[config.mk]
export PLATFORM = sky130hd
export DESIGN_NAME = fenw_node_step
export DESIGN_NICKNAME = d
export VERILOG_FILES = /design/src/fenw_pkg.sv /design/src/fenw_node_step.sv
export SDC_FILE = /design/constraint.sdc
export NUM_CORES = 1
export LEC_CHECK = 0
export ABC_CLOCK_PERIOD_IN_PS = 3650
export BUFFER_PORTS_ARGS = -buffer_cell sky130_fd_sc_hd__buf_4
export CORE_MARGIN = 2
export CORE_UTILIZATION = 35
export DETAILED_ROUTE_END_ITERATION = 12
export GPL_TIMING_DRIVEN = 1
export PLACE_DENSITY = 0.63
export SYNTH_ARGS = -nofsm -noshare
export SYNTH_HDL_FRONTEND = slang
export SYNTH_SLANG_ARGS = --single-unit
[constraint.sdc]
create_clock -name vclk -period 3.65
set_input_delay 0.5475 -clock vclk [all_inputs]
set_output_delay 0.5475 -clock vclk [all_outputs]
set_load 0.01 [all_outputs]
[src/fenw_pkg.sv]
`timescale 1ns / 1ps
`default_nettype none
// ----------------------------------------------------------------------------
// fenw_pkg
// Shared types and constants of the binary indexed tree block.
// ----------------------------------------------------------------------------
package fenw_pkg;

  // Field widths
  localparam int unsigned IdxW  = 11;
  localparam int unsigned DataW = 32;
  // Walk position: an add may step one node past the largest index
  localparam int unsigned PosW  = IdxW + 1;

  // Defaults
  localparam int unsigned EntriesDefault = 1024;
  localparam logic [IdxW-1:0] TopIndexReset = IdxW'(1024);

  // Action codes
  localparam logic ActAdd   = 1'b0;
  localparam logic ActQuery = 1'b1;

  // Controller states, one-hot
  typedef enum logic [2:0] {
    StClear = 3'b001,
    StIdle  = 3'b010,
    StWalk  = 3'b100
  } state_e;

  // Per-node decision of the tree walk
  typedef struct packed {
    logic            active;    // node takes part in the walk
    logic            in_range;  // node exists in the store
    logic [PosW-1:0] next_pos;  // following node of the walk
  } node_info_t;

endpackage
`default_nettype wire

[src/fenw_node_step.sv]
`timescale 1ns / 1ps
`default_nettype none
// ----------------------------------------------------------------------------
// fenw_node_step
// One step of the tree walk: decides whether the current node is visited
// and computes the next node (up for an add, down for a query).
// ----------------------------------------------------------------------------
module fenw_node_step #(
  parameter int unsigned ENTRIES = fenw_pkg::EntriesDefault
) (
  input  logic [fenw_pkg::PosW-1:0] pos_i,
  input  logic                      query_i,
  input  logic [fenw_pkg::IdxW-1:0] limit_i,
  output fenw_pkg::node_info_t      info_o
);

  logic [fenw_pkg::PosW-1:0] low_bit;

  // Lowest set bit of the position
  assign low_bit = pos_i & (~pos_i + fenw_pkg::PosW'(1));

  always_comb begin
    info_o.in_range = (32'(pos_i) <= 32'(ENTRIES));
    if (pos_i == '0) begin
      info_o.active = 1'b0;
    end else if (query_i) begin
      info_o.active = 1'b1;
    end else begin
      info_o.active = (pos_i <= {1'b0, limit_i});
    end
    info_o.next_pos = query_i ? (pos_i - low_bit) : (pos_i + low_bit);
  end

endmodule
`default_nettype wire

==> impl_metrics.tcl <==
set metrics [dict create \
    dr_total_vias 1027 \
    startpoint "pos_i[5]" \
    dp_hpwl_mm 1.99 \
    synth.area.top_cells "ha_1 (30%), inv_1 (8.1%), a21oi_1 (7.6%)" \
    drive_above_1_share_pct 24.7 \
    nets 218 \
    dr.pass1.iters 4 \
    final.setup.tns_ns 0 \
    whs_endpoint "info_o[12]" \
    seq_area_um2 0 \
    final_area_mm2 0.00124 \
    max_freq_mhz 294 \
    fin_crit_ns 3.41 \
    yosys-top-cells-count "ha_1 (22), inv_1 (20), a21oi_1 (14)" \
    yosys_warnings 0 \
    routed_via_density 5.14 \
    cp_slowest_cell "or4b_1" \
    holdCritPathClass "input pin to primary output" \
    drt_iter0_markers 18 \
    dpl-instance-area_mm2 0.00123 \
    maxSlewViolCount 0 \
    slowest_delay_ns 0.50 \
    syn_nets 181 \
    worstSetupStartpointType "input pin" \
    hold_violations 0 \
    portBuffers 37 \
    critPathMaxFanout 5 \
    hp-start "pos_i[11]" \
    total_power_uw 215 \
    ir_drop_uv 102 \
    critPathRequiredTime_ns 3.10 \
    synth_top_area_share_pct 29.9 \
    antenna_found_initial 0 \
    area.growth.synth_to_final_pct 34.3 \
    arrival_ns 2.86 \
    ctsHoldBuffers 0 \
    track_usage_pct 14.8 \
    timing.max_cap.violations 0 \
    die_area_mm2 0.00306 \
    crit_path_end_kind "primary output" \
    grt_pass1_wl_mm 4.01 \
    ant_nets 0 \
    synthCells 135 \
    synth_area_leader_cell "ha_1" \
    antenna_cells 0 \
    wire_per_inst_um 11.5 \
    cts_post_setup_buffers_inserted 0 \
    cts-resized-gates 0 \
    finalSetupViolCount 0 \
    syn_area_um2 922 \
    syn_avg_cell_area_um2 6.83 \
    grt_max_degree 9 \
    placed_cells 200 \
    crit_chain "buf_4 > nor4_2 > nand3_1 > a21o_1 > ha_1 > a21o_1 > a21o_2 > or4b_1 > o2111ai_1 > buf_4" \
    grt_pass1_vias 986 \
    rsz0062_at_grt "false" \
    synth_most_common_cell "ha_1" \
    powerDensity_mw_per_mm2 174 \
    status "finished, final reports clean" \
    final_cells 200 \
    die-width_um 55.3 \
    place.gp.congestion 0.778 \
    initial_core_util_pct 37.2 \
    io_pins 38 \
    finalWirelength_mm 2.30 \
    grt-ovfl-total 0 \
    p_leak_nw 0.658 \
    timing.hold.ws_ns 1.38 \
    seq_area_frac_synth_pct 0 \
    die_h_um 55.3 \
    finalCritPeriodShare_pct 93.3 \
    synth_cell_types 38 \
    seq_cells 0 \
    route.detailed.drc 0 \
    core-area_mm2 0.00248 \
    nClkBuffers 0 \
    nFillCells 257 \
    crit_type "input pin to primary output" \
    hold_path_depth 3 \
    std_cell_rows 18 \
]
## per-layer routing
| layer | global-route usage, % | vias to the layer above | routed length (um) |
|---|---|---|---|
| met5 | 0 | - | 0 |
| met4 | 0 | 0 | 0 |
| met3 | 0.937 | 0 | 92 |
| met2 | 28.7 | 23 | 1120 |
| met1 | 18.8 | 452 | 1080 |
| li1 | - | 552 | - |
## through the flow
stage          util, %  setup slack (ns)
2_1_floorplan        -             0.560
3_3_place_gp      49.5             0.149
3_5_place_dp      49.5             0.158
4_1_cts           49.5             0.149
5_1_grt           50.0            0.0589
6_report          50.0             0.245
## worst max-delay path: cells and delay by family
family / cells / cell delay, ns
simple gates: 3 / 0.96
compound gates: 4 / 0.73
fa+ha+maj: 1 / 0.34
buf+inv: 2 / 0.29
## final cells by class
cell class                 instances  area (um2)  share of cell area (%)
tap                               30        37.5                    3.03
multi-input combinational        113         848                    68.5
timing repair buffer              37         278                    22.4
inverter                          20        75.1                    6.06
## cells in the final DEF (no fill, tap or decap), types with 2 or more instances in the layout
cell / instances
a21o_1: 3
a21oi_1: 14
buf_4: 37
ha_1: 22
inv_1: 20
nand2_1: 8
nor2_1: 9
nor2b_1: 3
nor3_1: 4
nor4_2: 2
o21a_1: 4
o21ai_0: 10
o21bai_1: 2
or3_1: 2
xnor2_1: 6
xor2_1: 3
## worst max-delay path by stage
stage / depth (start not counted) / endpoint / slack, ns
final: 10 / info_o[10] / 0.24
after global routing: 11 / info_o[10] / 0.06
after global placement: 10 / info_o[10] / 0.15
after floorplan: 8 / info_o[10] / 0.56
after detailed placement: 10 / info_o[10] / 0.16
after CTS: 10 / info_o[10] / 0.15
## cell families (layout without fill, tap and decap cells)
family	Yosys count	count (layout)	share of synthesized area (%)
AO/OA/AOI/OAI	43	43	29.4
AND/OR/NAND/NOR	38	38	22.4
adder cells (fa/ha/maj)	22	22	29.9
buffers and inverters	22	57	9.36
XOR/XNOR	9	9	8.55
other	1	1	0.407
## power by group
group,switching (mW),total (mW),internal [mW]
sequential,0,0,0
clock,0,0,0
combinational,0.103,0.215,0.112
total,0.103,0.215,0.112
Power figures use the tool's default switching activity.
